## src/assert_macros.svh

```systemverilog
// Assertion macros for the RTL files of the note allocator.
// No dependencies; included by modules that check their own logic.
`ifndef ASSERT_MACROS_SVH
`define ASSERT_MACROS_SVH

// Concurrent check on the rising clock, muted while reset is high.
`define CHECK_PROP(name, clk, rst, prop, msg) \
   name: assert property (@(posedge clk) disable iff (rst) (prop)) else $error(msg);

// Concurrent check that also runs during reset.
`define CHECK_ALWAYS(name, clk, prop, msg) \
   name: assert property (@(posedge clk) (prop)) else $error(msg);

`endif

```

## src/mnp_pkg.sv

```systemverilog
// Shared constants, codes and types of the monophonic note allocator.
// No dependencies; imported by mnp_held_map and mono_note_priority.
package mnp_pkg;

   localparam int NOTE_COUNT = 128;
   localparam int NOTE_W     = 7;
   localparam int CHAN_W     = 5;
   localparam int COL_COUNT  = 16;
   localparam int COL_W      = $clog2(COL_COUNT);
   localparam int ROWS       = (NOTE_COUNT + COL_COUNT - 1) / COL_COUNT;
   localparam int ROW_W      = $clog2(ROWS);
   localparam int MOD_STEPS  = 254 / NOTE_COUNT;
   localparam int CSR_ADDR_W = 3;
   localparam int CSR_DATA_W = 7;
   localparam int REQ_DATA_W = 16;
   localparam int RSP_DATA_W = 16;

   typedef enum logic [1:0] {
      ACT_NONE    = 2'd0,
      ACT_START   = 2'd1,
      ACT_STOP    = 2'd2,
      ACT_RESTART = 2'd3
   } action_type;

   typedef enum logic [CSR_ADDR_W-1:0] {
      CSR_LISTEN_CHANNEL = 3'd0,
      CSR_TRANSPOSE      = 3'd1,
      CSR_OMNI           = 3'd2,
      CSR_PRIORITY       = 3'd3,
      CSR_GATE_INVERT    = 3'd4
   } csr_index_type;

   typedef enum logic [1:0] {
      ST_IDLE,
      ST_MODIFY,
      ST_SCAN,
      ST_FINISH
   } state_type;

   typedef struct packed {
      logic                 rd_en;
      logic [ROW_W-1:0]     rd_row;
      logic                 wr_en;
      logic [ROW_W-1:0]     wr_row;
      logic [COL_COUNT-1:0] wr_data;
   } map_req_type;

endpackage

```

## src/mnp_held_map.sv

```systemverilog
// Held-note map: one row of COL_COUNT note bits per address, registered read.
// Rows never written read as zero through per-row valid bits. Uses mnp_pkg.
module mnp_held_map
   import mnp_pkg::*;
(
   input  logic                 clock,
   input  logic                 reset,
   input  map_req_type          map_req,
   output logic [COL_COUNT-1:0] rd_data
);

   logic [COL_COUNT-1:0] mem [ROWS];
   logic [ROWS-1:0]      row_valid_ff;
   logic [COL_COUNT-1:0] rd_q_ff;
   logic                 rd_vld_ff;

   always_ff @(posedge clock) begin
      if (map_req.wr_en) begin
         mem[map_req.wr_row] <= map_req.wr_data;
      end
      if (map_req.rd_en) begin
         rd_q_ff <= mem[map_req.rd_row];
      end
   end

   always_ff @(posedge clock) begin
      if (reset) begin
         row_valid_ff <= '0;
         rd_vld_ff    <= 1'b0;
      end else begin
         if (map_req.wr_en) begin
            row_valid_ff[map_req.wr_row] <= 1'b1;
         end
         if (map_req.rd_en) begin
            rd_vld_ff <= row_valid_ff[map_req.rd_row];
         end
      end
   end

   assign rd_data = rd_vld_ff ? rd_q_ff : '0;

endmodule

```

## src/mono_note_priority.sv

```systemverilog
// Monophonic MIDI note allocator, top level.
// Depends on mnp_pkg, mnp_held_map and assert_macros.svh.
//
// req channel: one note event per beat, tuser = note on (1) / off (0),
// tdata = channel and note. rsp channel: exactly one result beat per event,
// tuser = action code, tdata = sounding note, gate level and sounding flag.
// csr port: plain register writes; the user must make them only while no
// event is in flight, as the block does not enforce it. Held notes live in
// a 16-bit-wide map memory with a registered read. Flow: an event is
// accepted only in the idle state. A note-on, an ignored event or a release
// of a note that is not sounding passes from the update step to the finish
// step. Releasing the sounding note scans the map one row per cycle in
// priority order (8 rows); the scan stops at the first row with a held note.
// The next event is accepted in the cycle after the result is loaded into
// the output register.
// Reset clears the held map (per-row valid bits), the sounding state and
// the registers to their defaults, with no sweep. If the receiver stalls,
// the result waits in the output register; one further event may be
// processed and then holds in its last step until that register frees.
module mono_note_priority
   import mnp_pkg::*;
(
   input  logic                  clock,
   input  logic                  reset,
   input  logic                  req_tvalid,
   output logic                  req_tready,
   input  logic                  req_tuser,   // [0] op
   input  logic [REQ_DATA_W-1:0] req_tdata,   // [4:0] midi_channel, [11:5] note_number
   output logic                  rsp_tvalid,
   input  logic                  rsp_tready,
   output logic [1:0]            rsp_tuser,   // [1:0] action
   output logic [RSP_DATA_W-1:0] rsp_tdata,   // [6:0] sounding_note, [7] gate_level,
                                              // [8] sounding
   input  logic                  csr_we,
   input  logic [CSR_ADDR_W-1:0] csr_addr,
   input  logic [CSR_DATA_W-1:0] csr_wdata
);
`include "assert_macros.svh"

   localparam logic [7:0] NOTE_COUNT_8 = 8'(NOTE_COUNT);
   localparam logic [ROW_W-1:0] LAST_ROW = ROW_W'(ROWS - 1);

   state_type            state_ff, state_in;
   logic [CHAN_W-1:0]    listen_ff;
   logic [NOTE_W-1:0]    transpose_ff;
   logic                 omni_ff, prio_ff, invert_ff;

   logic                 ev_op_ff, ev_op_in;
   logic                 ev_match_ff, ev_match_in;
   logic [NOTE_W-1:0]    ev_note_ff, ev_note_in;
   logic [NOTE_W-1:0]    cur_note_ff, cur_note_in;
   logic                 assigned_ff, assigned_in;
   logic                 gate_ff, gate_in;
   action_type           action_ff, action_in;
   logic [ROW_W-1:0]     scan_idx_ff, scan_idx_in;
   logic                 scan_issue_ff, scan_issue_in;
   logic                 pend_ff, pend_in;
   logic [ROW_W-1:0]     pend_row_ff, pend_row_in;
   logic                 rsp_valid_ff, rsp_valid_in;
   logic [1:0]           rsp_tuser_ff, rsp_tuser_in;
   logic [RSP_DATA_W-1:0] rsp_tdata_ff, rsp_tdata_in;

   map_req_type          map_req;
   logic [COL_COUNT-1:0] rd_data;
   logic [COL_COUNT-1:0] bit_mask;
   logic [7:0]           note_sum;
   logic [NOTE_W-1:0]    in_note;
   logic [CHAN_W-1:0]    in_chan;
   logic                 accept;
   logic                 row_hit;
   logic [COL_W-1:0]     col_lo, col_hi, col_pick;
   logic [NOTE_W-1:0]    pick_note;

   mnp_held_map u_held_map (
      .clock   (clock),
      .reset   (reset),
      .map_req (map_req),
      .rd_data (rd_data)
   );

   // transpose, wrapped into the note range
   always_comb begin
      note_sum = {1'b0, req_tdata[CHAN_W +: NOTE_W]} + {1'b0, transpose_ff};
      for (int i = 0; i < MOD_STEPS; i++) begin
         if (note_sum >= NOTE_COUNT_8) begin
            note_sum = note_sum - NOTE_COUNT_8;
         end
      end
   end

   assign in_note = note_sum[NOTE_W-1:0];
   assign in_chan = req_tdata[CHAN_W-1:0];
   assign accept  = req_tvalid && req_tready;

   // first held column of the row just read, from either end
   always_comb begin
      col_lo = '0;
      col_hi = '0;
      for (int i = COL_COUNT - 1; i >= 0; i--) begin
         if (rd_data[i]) col_lo = COL_W'(i);
      end
      for (int i = 0; i < COL_COUNT; i++) begin
         if (rd_data[i]) col_hi = COL_W'(i);
      end
   end

   assign row_hit   = |rd_data;
   assign col_pick  = prio_ff ? col_hi : col_lo;
   assign pick_note = NOTE_W'({pend_row_ff, col_pick});
   assign bit_mask  = COL_COUNT'(1) << ev_note_ff[COL_W-1:0];

   always_ff @(posedge clock) begin
      if (reset) begin
         state_ff      <= ST_IDLE;
         assigned_ff   <= 1'b0;
         gate_ff       <= 1'b0;
         scan_issue_ff <= 1'b0;
         pend_ff       <= 1'b0;
         rsp_valid_ff  <= 1'b0;
      end else begin
         state_ff      <= state_in;
         assigned_ff   <= assigned_in;
         gate_ff       <= gate_in;
         scan_issue_ff <= scan_issue_in;
         pend_ff       <= pend_in;
         rsp_valid_ff  <= rsp_valid_in;
      end
   end

   always_ff @(posedge clock) begin
      ev_op_ff     <= ev_op_in;
      ev_match_ff  <= ev_match_in;
      ev_note_ff   <= ev_note_in;
      cur_note_ff  <= cur_note_in;
      action_ff    <= action_in;
      scan_idx_ff  <= scan_idx_in;
      pend_row_ff  <= pend_row_in;
      rsp_tuser_ff <= rsp_tuser_in;
      rsp_tdata_ff <= rsp_tdata_in;
   end

   always_ff @(posedge clock) begin
      if (reset) begin
         listen_ff    <= CHAN_W'(1);
         transpose_ff <= '0;
         omni_ff      <= 1'b0;
         prio_ff      <= 1'b0;
         invert_ff    <= 1'b0;
      end else if (csr_we) begin
         unique case (csr_addr)
            CSR_LISTEN_CHANNEL: listen_ff    <= csr_wdata[CHAN_W-1:0];
            CSR_TRANSPOSE:      transpose_ff <= csr_wdata[NOTE_W-1:0];
            CSR_OMNI:           omni_ff      <= csr_wdata[0];
            CSR_PRIORITY:       prio_ff      <= csr_wdata[0];
            CSR_GATE_INVERT:    invert_ff    <= csr_wdata[0];
            default: ;
         endcase
      end
   end

   always_comb begin
      state_in      = state_ff;
      ev_op_in      = ev_op_ff;
      ev_match_in   = ev_match_ff;
      ev_note_in    = ev_note_ff;
      cur_note_in   = cur_note_ff;
      assigned_in   = assigned_ff;
      gate_in       = gate_ff;
      action_in     = action_ff;
      scan_idx_in   = scan_idx_ff;
      scan_issue_in = scan_issue_ff;
      pend_in       = pend_ff;
      pend_row_in   = pend_row_ff;
      rsp_valid_in  = rsp_valid_ff && !rsp_tready;
      rsp_tuser_in  = rsp_tuser_ff;
      rsp_tdata_in  = rsp_tdata_ff;
      map_req       = '0;
      req_tready    = 1'b0;

      unique case (state_ff)
         ST_IDLE: begin
            req_tready = 1'b1;
            if (req_tvalid) begin
               ev_op_in       = req_tuser;
               ev_match_in    = omni_ff || (in_chan == listen_ff);
               ev_note_in     = in_note;
               map_req.rd_en  = 1'b1;
               map_req.rd_row = ROW_W'(in_note >> COL_W);
               state_in       = ST_MODIFY;
            end
         end
         ST_MODIFY: begin
            action_in = ACT_NONE;
            state_in  = ST_FINISH;
            if (ev_match_ff) begin
               map_req.wr_en  = 1'b1;
               map_req.wr_row = ROW_W'(ev_note_ff >> COL_W);
               if (ev_op_ff) begin
                  map_req.wr_data = rd_data | bit_mask;
                  cur_note_in     = ev_note_ff;
                  assigned_in     = 1'b1;
                  gate_in         = 1'b1;
                  action_in       = ACT_START;
               end else begin
                  map_req.wr_data = rd_data & ~bit_mask;
                  if (assigned_ff && (cur_note_ff == ev_note_ff)) begin
                     gate_in       = 1'b0;
                     action_in     = ACT_STOP;
                     scan_idx_in   = prio_ff ? LAST_ROW : '0;
                     scan_issue_in = 1'b1;
                     pend_in       = 1'b0;
                     state_in      = ST_SCAN;
                  end
               end
            end
         end
         ST_SCAN: begin
            map_req.rd_en  = scan_issue_ff;
            map_req.rd_row = scan_idx_ff;
            pend_in        = scan_issue_ff;
            pend_row_in    = scan_idx_ff;
            if (scan_issue_ff) begin
               if (scan_idx_ff == (prio_ff ? '0 : LAST_ROW)) begin
                  scan_issue_in = 1'b0;
               end else begin
                  scan_idx_in = prio_ff ? scan_idx_ff - 1'b1 : scan_idx_ff + 1'b1;
               end
            end
            if (pend_ff) begin
               if (row_hit) begin
                  cur_note_in   = pick_note;
                  gate_in       = 1'b1;
                  action_in     = ACT_RESTART;
                  pend_in       = 1'b0;
                  scan_issue_in = 1'b0;
                  state_in      = ST_FINISH;
               end else if (!scan_issue_ff) begin
                  pend_in  = 1'b0;
                  state_in = ST_FINISH;
               end
            end
         end
         ST_FINISH: begin
            if (!rsp_valid_ff || rsp_tready) begin
               rsp_valid_in = 1'b1;
               rsp_tuser_in = action_ff;
               rsp_tdata_in = RSP_DATA_W'({gate_ff, gate_ff ^ invert_ff,
                                           assigned_ff ? cur_note_ff : NOTE_W'(0)});
               state_in     = ST_IDLE;
            end
         end
         default: state_in = ST_IDLE;
      endcase
   end

   assign rsp_tvalid = rsp_valid_ff;
   assign rsp_tuser  = rsp_tuser_ff;
   assign rsp_tdata  = rsp_tdata_ff;

   `CHECK_PROP(a_accept_to_modify, clock, reset, accept |=> (state_ff == ST_MODIFY),
      "accepted event did not reach the update step")
   `CHECK_PROP(a_write_then_move, clock, reset,
      map_req.wr_en |=> (state_ff == ST_SCAN || state_ff == ST_FINISH),
      "map write outside the update step")
   `CHECK_PROP(a_start_sounds, clock, reset,
      (rsp_valid_ff && (rsp_tuser_ff == ACT_START || rsp_tuser_ff == ACT_RESTART))
         |-> rsp_tdata_ff[NOTE_W+1],
      "start or restart reported without a sounding note")
   `CHECK_ALWAYS(a_scan_no_write, clock, (state_ff == ST_SCAN) |-> !map_req.wr_en,
      "map written during the priority scan")

endmodule

```

## config.mk

```make
export PLATFORM = sky130hd
export DESIGN_NAME = mono_note_priority
export DESIGN_NICKNAME = d
export VERILOG_FILES = /design/src/mnp_pkg.sv /design/src/mnp_held_map.sv /design/src/mono_note_priority.sv
export VERILOG_INCLUDE_DIRS = /design/src /design/src/src
export SDC_FILE = /design/constraint.sdc
export NUM_CORES = 1
export LEC_CHECK = 0
export CAP_MARGIN = 30
export CORE_ASPECT_RATIO = 1.2
export CORE_MARGIN = 1
export CORE_UTILIZATION = 40
export DETAILED_ROUTE_END_ITERATION = 10
export DONT_BUFFER_PORTS = 1
export GPL_ROUTABILITY_DRIVEN = 0
export PLACE_DENSITY_LB_ADDON = 0.3
export REMOVE_ABC_BUFFERS = 1
export SLEW_MARGIN = 20
export SYNTH_ARGS = -nofsm -noshare
export SYNTH_HDL_FRONTEND = slang
export SYNTH_SLANG_ARGS = --single-unit
```

## constraint.sdc

```tcl
create_clock -name clock -period 9.1 [get_ports clock]
set_input_delay 0.455 -clock clock [delete_from_list [all_inputs] [get_ports clock]]
set_output_delay 0.455 -clock clock [all_outputs]
set_load 0.05 [all_outputs]
```

==> reports/metrics.cfg, run 1 <==
[timing]
hold_viol = 0
slew_viol_final = 0
tns_ns = 0
rsz0062_at_grt = no
tightest_slew_ns = 0.906
clock.fmax_ghz = 0.279
slew_headroom = 0.394
clock_skew_ns = 0.00987
setup_viol = 0
fin_crit_ns = 3.58
finalCritPeriodShare = 0.393

[hold_path]
holdPathStages = 1
hp-start = reset
worstHoldEndpoint = rsp_tvalid
hold_path_class = in2reg

[floorplanning]
die_width_um = 143
dieArea_um2 = 24300
ioPinCount = 52
start_util = 0.409
die_h_um = 171
rows = 61
coreArea_um2 = 23200

[power_and_ir_drop]
seqPwrFrac = 0.465
p_per_area_nw_per_um2 = 273
internal_power_w = 0.00199
p_sw_frac = 0.308
combPwrFrac = 0.235
vdd.ir_drop.worst_v = 0.000138
clock_power_share = 0.300
p_leak_nw = 3.92
power.switching_w = 0.000889

[synthesis]
synth_top_area_cell = edfxtp_1
synth-simple-area-share = 0.0795
yosysSeqAreaShare = 0.632
yosys_warnings = 0
synthXorXnorAreaFrac = 0.0185
synthArstFlopShare = 0
synth_top_cells_by_count = edfxtp_1 (179), mux2i_1 (114), nor2_1 (62), a21oi_1 (34), dfxtp_1 (31)
synth_area_leaders = edfxtp_1 (57%), mux2i_1 (12%), dfxtp_1 (6.5%)
synth_cell_type_count = 60
synthCells = 697
synth_top_family_by_area = multiplexers
syn_area_um2 = 9490
synth-adder-area-share = 0.0187
synth-main-ff-cell = edfxtp_1
yosysMostFrequentCell = edfxtp_1
synth_edf_count = 179
yosys.area.top_type_share = 0.566
synth_compound_area_frac = 0.0742
synthMuxAreaShare = 0.146
synth-seq-cells = 210
syn_area_per_cell_um2 = 13.6

[critical_path]
critPathLaunchType = flop
r2r_slack_ns = 5.52
path_class = reg2reg
r2r-end = u_held_map.rd_vld_ff
cp_data_arrival_time_ns = 3.92
required_ns = 9.43
crit_start = state_ff[0]
rr_startpoint = state_ff[0]
ff2ff_path_depth = 9
end_kind = flop
crit_fanout = 20

[detailed_routing]
wl_per_cell_um = 19.0
vias = 5603
first_pass_iters = 6
dr.first_iter.drc_count = 432
viasPerCell = 5.43
detail-route-antenna-nets = 0
drc = 0
wirelength_um = 19600

[clocking]
ctsLongestPathBuffers = 3
cts_hold_buf = 0
clock-sinks = 210
cts_made_buffers = 22
cts_tree = built
cts-root-buf = clkbuf_16
worstSkewPairLatency_ns = 0.50
cts_htree_levels = 1
clk_pin_slew_ns = 0.06
postCtsSetupBuffers = 0
post_cts_resized = 0

[job]
cap_violations = 0

[finish]
diodes = 0
fill_cells = 2121
multiInputGateArea_um2 = 3250
drive_above_1_share = 0.117
area_growth_pct = 11.2
final-seq-area_um2 = 6000
utilization = 0.455
fin_nets = 748

[grt]
grt_max_degree = 38
grt_pass1_wl_um = 30900
antenna_found_initial = 0
overflow = 0
grt_pass1_vias = 5727
global_route.usage.total = 0.167

[placement]
hpwl_um = 13000
port-buffer-count = 0

[run_status]
status = finished, final reports clean

-- cells by family (layout without fill, tap and decap cells) --
| logic type | after synthesis | count (layout) |
|---|---|---|
| compound gates | 103 | 103 |
| mux | 135 | 135 |
| xor+xnor | 20 | 20 |
| simple gates | 155 | 155 |
| fa+ha+maj | 13 | 13 |
| flops | 210 | 210 |
| other cells | 1 | 7 |
| buf+inv | 60 | 73 |
-- critical path, stage by stage, from the launching register on --
cell,delay [ns]
dfxtp_1,0.37
inv_1,0.09
ha_1,0.43
nand2_2,0.30
inv_1,0.29
a31oi_1,0.30
nand4b_2,0.72
a21boi_0,0.36
a2111oi_0,0.45
a311oi_1,0.09
-- worst max path at each step --
stage / end / cells past startpoint
final: u_held_map.rd_vld_ff / 9
after detailed placement: u_held_map.rd_vld_ff / 9
after global placement: u_held_map.rd_q_ff[4] / 11
after global routing: u_held_map.rd_vld_ff / 9
after floorplan: u_held_map.rd_q_ff[0] / 10
after CTS: u_held_map.rd_vld_ff / 9
-- per-layer routing --
layer / vias to the layer above / part of all wire / global-route usage
li1: 2628 / - / -
met4: 0 / 0.029 / 0.0650
met3: 46 / 0.055 / 0.0269
met2: 211 / 0.52 / 0.297
met5: - / 0 / 0
met1: 2718 / 0.40 / 0.201
-- stage by stage --
stage	cells	area (um^2)	total power [W]	setup slack [ns]	hold slack [ns]
2_1_floorplan	663	9290	0.00186	2.68	0.400
3_3_place_gp	990	9810	0.00201	5.53	0.421
3_5_place_dp	992	9840	0.00204	5.42	0.423
4_1_cts	1029	10500	0.00291	5.49	0.00183
5_1_grt	1031	10600	0.00301	5.28	0.0000679
6_report	1031	10600	0.00288	5.52	0.0168
-- power by group through the flow --
stage | Clock, W | Combinational, W | Sequential [W]
2_1_floorplan | 0 | 0.000552 | 0.00131
3_3_place_gp | 0 | 0.000656 | 0.00135
3_5_place_dp | 0 | 0.000683 | 0.00135
4_1_cts | 0.000887 | 0.000686 | 0.00134
5_1_grt | 0.000919 | 0.000741 | 0.00135
6_report | 0.000865 | 0.000676 | 0.00134
-- final cells by class --
cell class              instances  area share
clock buffers                  29      0.0567
clock inverters                 8     0.00889
inverters                      20     0.00712
multi-input cells             433       0.308
flip-flops and latches        210       0.568
well taps                     315      0.0374
repair buffers                 16      0.0133
-- cell usage in the layout (no fill, tap or decap), types with 5 or more instances in the layout --
| master | instances |
|---|---|
| nor2b_1 | 7 |
| edfxtp_1 | 179 |
| dfxtp_1 | 31 |
| nor2_1 | 61 |
| inv_1 | 20 |
| ha_1 | 11 |
| and2_1 | 10 |
| nand2_1 | 23 |
| o211ai_1 | 10 |
| conb_1 | 7 |
| o21ai_0 | 9 |
| buf_4 | 15 |
| a211oi_1 | 5 |
| nand4_1 | 8 |
| a31oi_1 | 6 |
| nand2b_1 | 8 |
| a21oi_1 | 34 |
| nand3_1 | 16 |
| xnor2_1 | 14 |
| xor2_1 | 6 |
| clkbuf_1 | 6 |
| mux2_2 | 20 |
| mux2i_1 | 114 |
| clkbuf_16 | 23 |
-- sequential cells by signal (all words and copies together), names as in the netlist, 2 cells and up --
register / flops
pend_row_ff: 3
listen_ff: 5
cur_note_ff: 7
scan_idx_ff: 3
action_ff: 2
ev_note_ff: 7
transpose_ff: 7
u_held_map.row_valid_ff: 8
rsp_tuser: 2
rsp_tdata: 9
state_ff: 2
u_held_map.mem: 128
u_held_map.rd_q_ff: 16
(Power assumes the default switching activity.)
==> run 2, diff against run 1 <==
==> constraint.sdc (replaced) <==
create_clock -name clock -period 3.6 [get_ports clock]
set_input_delay 0.18 -clock clock [delete_from_list [all_inputs] [get_ports clock]]
set_output_delay 0.18 -clock clock [all_outputs]
set_load 0.05 [all_outputs]
==> run 2 against run 1 <==
Against the previous run:
- critical path depth rose by 2
- fmax rose by 16%
- clock-buffer cell count fell by 6
- combinational power rose to 2.7 times the previous value
- critical path type unchanged
- flip-flop and latch count did not move
==> reports/metrics.cfg, run 2 (synthesized netlist as in run 1, its figures left out) <==
[timing]
postLayoutSetupSlackWorst_ns = 0.503  ; was 5.52 ns
tns_ns = 0  ; unchanged
tightest_slew_ns = 0.955  ; was 0.906 ns
slew_headroom = 0.362  ; was 0.394
rsz0062_at_grt = no  ; unchanged
finalCritPeriodShare = 0.860  ; was 0.393
slew_viol_final = 0  ; unchanged
fin_crit_ns = 3.10  ; was 3.58 ns
setup_viol = 0  ; unchanged
clock.fmax_ghz = 0.323  ; was 0.279 GHz
clock_skew_ns = 0.0182  ; was 0.00987 ns
hold_viol = 0  ; unchanged

[power_and_ir_drop]
vdd.ir_drop.worst_v = 0.000364  ; was 0.000138 V
seqPwrFrac = 0.440  ; was 0.465
clock_power_share = 0.325  ; was 0.300
p_per_area_nw_per_um2 = 703  ; was 273 nW/um^2
internal_power_w = 0.00534  ; was 0.00199 W
p_total_w = 0.00766  ; was 0.00288 W
p_sw_frac = 0.303  ; was 0.308
combPwrFrac = 0.235  ; about the same
p_leak_nw = 4.07  ; was 3.92 nW
power.switching_w = 0.00232  ; was 0.000889 W

[floorplanning]
dieArea_um2 = 24300  ; unchanged
start_util = 0.409  ; unchanged
rows = 61  ; unchanged
die_width_um = 143  ; unchanged
coreArea_um2 = 23200  ; unchanged
die_h_um = 171  ; unchanged
ioPinCount = 52  ; unchanged

[clocking]
post_cts_resized = 0  ; unchanged
cts_htree_levels = 1  ; unchanged
cts_made_buffers = 22  ; unchanged
worstSkewPairLatency_ns = 0.50  ; about the same
cts_tree = built  ; unchanged
clock-sinks = 210  ; unchanged
ctsLongestPathBuffers = 3  ; unchanged
cts-root-buf = clkbuf_16  ; unchanged
clk_pin_slew_ns = 0.06  ; about the same

[detailed_routing]
viasPerCell = 5.37  ; was 5.43
drc = 0  ; unchanged
detail-route-antenna-nets = 0  ; unchanged
first_pass_iters = 6  ; unchanged
wirelength_um = 19500  ; was 19600 um
dr.first_iter.drc_count = 355  ; was 432
wl_per_cell_um = 18.5  ; was 19.0 um
vias = 5651  ; was 5603

[grt]
antenna_found_initial = 0  ; unchanged
overflow = 0  ; unchanged
global_route.usage.total = 0.167  ; about the same
grt_pass1_vias = 5744  ; was 5727
grt_pass1_wl_um = 30900  ; about the same
grt_max_degree = 35  ; was 38

[critical_path]
path_class = reg2reg  ; unchanged
required_ns = 4.01  ; was 9.43 ns
critPathLaunchType = flop  ; unchanged
crit_fanout = 13  ; was 20
path_delay_family = simple AND/OR/NAND/NOR gates  ; was compound AO/OA/AOI/OAI gates
path_depth = 11  ; was 9
end_kind = flop  ; unchanged
worst_path_largest_cell_delay_ns = 0.53  ; was 0.72 ns
cp_data_arrival_time_ns = 3.51  ; was 3.92 ns
slowest_stage = nand4b_2  ; unchanged
path_buf_inv = 2  ; unchanged
crit_chain = ha_1 -> inv_1 -> fa_1 -> nor2b_1 -> o31a_1 -> nor2_1 -> nand4b_2 -> buf_12 -> mux2i_1 -> mux2_4 -> a311oi_1  ; was inv_1 -> ha_1 -> nand2_2 -> inv_1 -> a31oi_1 -> nand4b_2 -> a21boi_0 -> a2111oi_0 -> a311oi_1
ff2ff_path_depth = 11  ; was 9

[finish]
layout_common_cells = edfxtp_1 (179), mux2i_1 (114), nor2_1 (61), a21oi_1 (34), dfxtp_1 (31)  ; unchanged
area_growth_pct = 14.8  ; was 11.2%
largest_register = u_held_map.mem  ; unchanged
final_common_cell = edfxtp_1  ; unchanged
utilization = 0.470  ; was 0.455
fin_area_um2 = 10900  ; was 10600 um^2
diodes = 0  ; unchanged
largest_register_ffs = 128  ; unchanged
drive_above_1_share = 0.134  ; was 0.117
fin_nets = 767  ; was 748

[placement]
port-buffer-count = 0  ; unchanged
hpwl_um = 12900  ; was 13000 um
dp_slack_ns = 0.458  ; was 5.42 ns
postPlaceCellArea_um2 = 9930  ; was 9840 um^2

[hold_path]
holdPathStages = 2  ; was 1
hold_path_class = in2reg  ; unchanged

[job]
cap_violations = 0  ; unchanged

[run_status]
status = finished, final reports clean  ; unchanged

==> run 2: what timing repair did <==
item / 4_1_cts / 5_1_grt
endpoints found under the hold margin: 33 / 0
hold buffers: 15 / 0
setup buffers: 0 / 0
==> run 2: worst register-to-register path, cell delays in order (launching register included) <==
cell and delay (ns):
dfxtp_1 0.33, ha_1 0.17, inv_1 0.05, fa_1 0.40
nor2b_1 0.19, o31a_1 0.29, nor2_1 0.08, nand4b_2 0.53
buf_12 0.35, mux2i_1 0.13, mux2_4 0.26, a311oi_1 0.25
==> run 2: metrics by stage <==
stage                     hold slack, ns  instances
after floorplan                    0.249        663
after global placement             0.254        998
after detailed placement           0.257        998
after CTS                         0.0224       1053
after global routing              0.0253       1053
final                             0.0308       1053
==> run 2: worst paths after layout <==
check | from | to | slack [ns]
worst min-delay path | req_tdata[3] | ev_match_ff | 0.03
worst max-delay path | transpose_ff[0] | u_held_map.rd_vld_ff | 0.50
worst max register to register | transpose_ff[0] | u_held_map.rd_vld_ff | 0.50
worst min register to register | action_ff[1] | rsp_tuser[1] | 0.42
==> run 2: layer usage <==
metal  up-vias  share of wire  track usage  routed length [um]
met5         -              0            0                   0
met4         0          0.022       0.0496                 420
met3        37          0.042       0.0218                 822
met2       167           0.53        0.307               10300
met1      2777           0.41        0.201                7970
li1       2670              -            -                   -
==> run 2: power by group through the flow <==
| stage | Sequential [W] | Combinational, W | Clock (W) |
|---|---|---|---|
| 2_1_floorplan | 0.00331 | 0.00139 | 0 |
| 3_3_place_gp | 0.00340 | 0.00175 | 0 |
| 3_5_place_dp | 0.00341 | 0.00180 | 0 |
| 4_1_cts | 0.00337 | 0.00183 | 0.00254 |
| 5_1_grt | 0.00340 | 0.00198 | 0.00263 |
| 6_report | 0.00337 | 0.00180 | 0.00249 |
==> run 2: cell type report <==
class	count	area, um^2
well taps	315	394
repair buffers	35	358
multi-input cells	433	3250
clock inverters	17	245
clock buffers	23	576
inverters	20	75.1
fillers	2081	12300
flip-flops and latches	210	6000
==> run 3, diff against run 2 <==
--- a/config.mk
+++ b/config.mk
@@ -9,10 +9,11 @@
 export CAP_MARGIN = 30
 export CORE_ASPECT_RATIO = 1.2
 export CORE_MARGIN = 1
-export CORE_UTILIZATION = 40
+export CORE_UTILIZATION = 57
 export DETAILED_ROUTE_END_ITERATION = 10
 export DONT_BUFFER_PORTS = 1
 export GPL_ROUTABILITY_DRIVEN = 0
+export GPL_TIMING_DRIVEN = 1
 export PLACE_DENSITY_LB_ADDON = 0.3
 export REMOVE_ABC_BUFFERS = 1
 export SLEW_MARGIN = 20
==> run 3 against run 2 <==
Against the previous run:
- core utilization up 18 points
- flip-flop and latch count unchanged
- highest routed layer unchanged
- clock skew decreased by 0.0034 ns
- via count rose by 1.4%
- combinational power is essentially flat
- sequential power about the same
- non-clock buffer count rose by 1
- first-iteration DRC count is 23% higher
- global-route usage up 6.8 points
- worst hold slack got worse by 0.011 ns
- register-to-register slack improved by 0.09 ns
==> reports/metrics.cfg, run 3 (synthesized netlist as in run 1, its figures left out) <==
[timing]
fin_crit_ns = 3.00  ; was 3.10 ns
hold_slack_ns = 0.0201  ; was 0.0308 ns
setup_viol = 0  ; unchanged
clock.fmax_ghz = 0.333  ; was 0.323 GHz
hold_viol = 0  ; unchanged
finalCritPeriodShare = 0.834  ; was 0.860
slew_headroom = 0.390  ; was 0.362
tns_ns = 0  ; unchanged
clock_skew_ns = 0.0147  ; was 0.0182 ns
slew_viol_final = 0  ; unchanged
rsz0062_at_grt = no  ; unchanged
tightest_slew_ns = 0.913  ; was 0.955 ns

[finish]
drive_above_1_share = 0.121  ; was 0.134
utilization = 0.652  ; was 0.470
area_growth_pct = 11.8  ; was 14.8%
fin_area_um2 = 10600  ; was 10900 um^2
layout_common_cells = edfxtp_1 (179), mux2i_1 (114), nor2_1 (61), a21oi_1 (34), dfxtp_1 (31)  ; unchanged
largest_register_ffs = 128  ; unchanged
diodes = 0  ; unchanged
fill_cells = 1162  ; was 2081
largest_register = u_held_map.mem  ; unchanged
final_common_cell = edfxtp_1  ; unchanged
fin_nets = 766  ; was 767

[critical_path]
path_class = reg2reg  ; unchanged
required_ns = 3.84  ; was 4.01 ns
path_delay_family = multiplexers  ; was simple AND/OR/NAND/NOR gates
critPathLaunchType = flop  ; unchanged
path_common_cell = mux2i_1
crit_fanout = 65  ; was 13
cp_data_arrival_time_ns = 3.24  ; was 3.51 ns
path_buf_inv = 2  ; unchanged
end_kind = flop  ; unchanged
worst_path_largest_cell_delay_ns = 0.40  ; was 0.53 ns
crit_chain = ha_1 -> inv_1 -> fa_1 -> nor2b_1 -> o31a_1 -> a211oi_2 -> nor2_4 -> buf_12 -> mux2i_1 -> mux2i_1 -> mux2_2  ; was ha_1 -> inv_1 -> fa_1 -> nor2b_1 -> o31a_1 -> nor2_1 -> nand4b_2 -> buf_12 -> mux2i_1 -> mux2_4 -> a311oi_1
slowest_stage = buf_12  ; was nand4b_2

[power_and_ir_drop]
internal_power_w = 0.00511  ; was 0.00534 W
seqPwrFrac = 0.456  ; was 0.440
p_per_area_nw_per_um2 = 693  ; was 703 nW/um^2
p_leak_nw = 4.00  ; was 4.07 nW
power.switching_w = 0.00224  ; was 0.00232 W
p_sw_frac = 0.305  ; was 0.303
combPwrFrac = 0.244  ; was 0.235
clock_power_share = 0.300  ; was 0.325
p_total_w = 0.00736  ; was 0.00766 W
vdd.ir_drop.worst_v = 0.000653  ; was 0.000364 V

[detailed_routing]
drc = 0  ; unchanged
vias = 5730  ; was 5651
viasPerCell = 6.06  ; was 5.37
wl_per_cell_um = 20.8  ; was 18.5 um
detail-route-antenna-nets = 0  ; unchanged
dr.first_iter.drc_count = 435  ; was 355
wirelength_um = 19700  ; was 19500 um
first_pass_iters = 9  ; was 6

[clocking]
clk_pin_slew_ns = 0.06  ; about the same
postCtsSetupBuffers = 0  ; unchanged
worstSkewPairLatency_ns = 0.49  ; was 0.50 ns
cts_made_buffers = 20  ; was 22
cts-root-buf = clkbuf_16  ; unchanged
cts_htree_levels = 1  ; unchanged
clock-sinks = 210  ; unchanged
cts_tree = built  ; unchanged
ctsLongestPathBuffers = 3  ; unchanged
post_cts_resized = 0  ; unchanged

[floorplanning]
start_util = 0.583  ; was 0.409
ioPinCount = 52  ; unchanged
rows = 51  ; was 61
dieArea_um2 = 17200  ; was 24300 um^2
coreArea_um2 = 16300  ; was 23200 um^2
die_h_um = 143  ; was 171 um
die_width_um = 120  ; was 143 um

[job]
cap_violations = 0  ; unchanged

[grt]
grt_pass1_vias = 5784  ; was 5744
grt_max_degree = 66  ; was 35
antenna_found_initial = 0  ; unchanged
grt_use_met1 = 0.266  ; was 0.201
use_met3 = 0.0294  ; was 0.0218
grt_pass1_wl_um = 30600  ; was 30900 um
grt-busiest-layer = met2  ; unchanged
grt_use_met2 = 0.449  ; was 0.307
global_route.usage.total = 0.234  ; was 0.167
overflow = 0  ; unchanged

[run_status]
status = finished, final reports clean  ; unchanged

[hold_path]
hold_path_class = in2reg  ; unchanged

[placement]
hpwl_um = 12300  ; was 12900 um
port-buffer-count = 0  ; unchanged
postPlaceCellArea_um2 = 9770  ; was 9930 um^2

run 3: changes by cell type in the layout (fill, tap and decap cells not counted), sizes merged:
cell | previous run | this run
inv | 21 | 20
bufinv | 5 | 4
buf | 21 | 22
clkbuf | 23 | 26
clkinv | 7 | 4
clkinvlp | 4 | 1
run 3: tightest hold or removal path, delay by kind of cell:
kind,cells,cell delay (ns)
multiplexers,1,0.11
AND/OR/NAND/NOR,3,0.18
run 3: layer usage:
layer  part of all wire  routed length (um)  vias up
li1                   -                   -     2656
met1               0.38                7450     2806
met5                  0                   0        -
met2               0.54               10600      219
met4              0.024                 474        0
met3              0.059                1150       49
run 3: final cells by class:
type | count | area [um^2] | share of cell area
timing repair buffer | 36 | 328 | 0.0309
clock inverter | 9 | 145 | 0.0137
tap | 212 | 265 | 0.0250
clock buffer | 26 | 544 | 0.0513
sequential | 210 | 6000 | 0.565
inverter | 20 | 75.1 | 0.00708
multi-input combinational | 433 | 3250 | 0.307
run 3: stage by stage:
stage,cells,worst slack (ns)
2_1_floorplan,663,-2.68
5_1_grt,946,0.397
3_5_place_dp,896,0.604
3_3_place_gp,896,0.681
6_report,946,0.596
4_1_cts,946,0.587
run 3: power by group through the flow:
| stage | logic (W) | clock network, W | registers, W |
|---|---|---|---|
| 3_3_place_gp | 0.00171 | 0 | 0.00338 |
| 2_1_floorplan | 0.00139 | 0 | 0.00331 |
| 3_5_place_dp | 0.00176 | 0 | 0.00339 |
| 5_1_grt | 0.00193 | 0.00231 | 0.00339 |
| 6_report | 0.00179 | 0.00220 | 0.00336 |
| 4_1_cts | 0.00180 | 0.00223 | 0.00335 |
run 3: path summary, 6_finish.rpt:
kind	from	endpoint	slack [ns]	cells after the start
max	transpose_ff[0]	u_held_map.rd_q_ff[7]	0.60	11
min	csr_addr[1]	omni_ff	0.02	4
max reg2reg	transpose_ff[0]	u_held_map.rd_q_ff[7]	0.60	11
min reg2reg	action_ff[1]	rsp_tuser[1]	0.42	0
run 3: repair_timing:
item,4_1_cts,5_1_grt
endpoints found under the hold margin,33,0
setup endpoints to repair,0,0
hold buffers,15,0
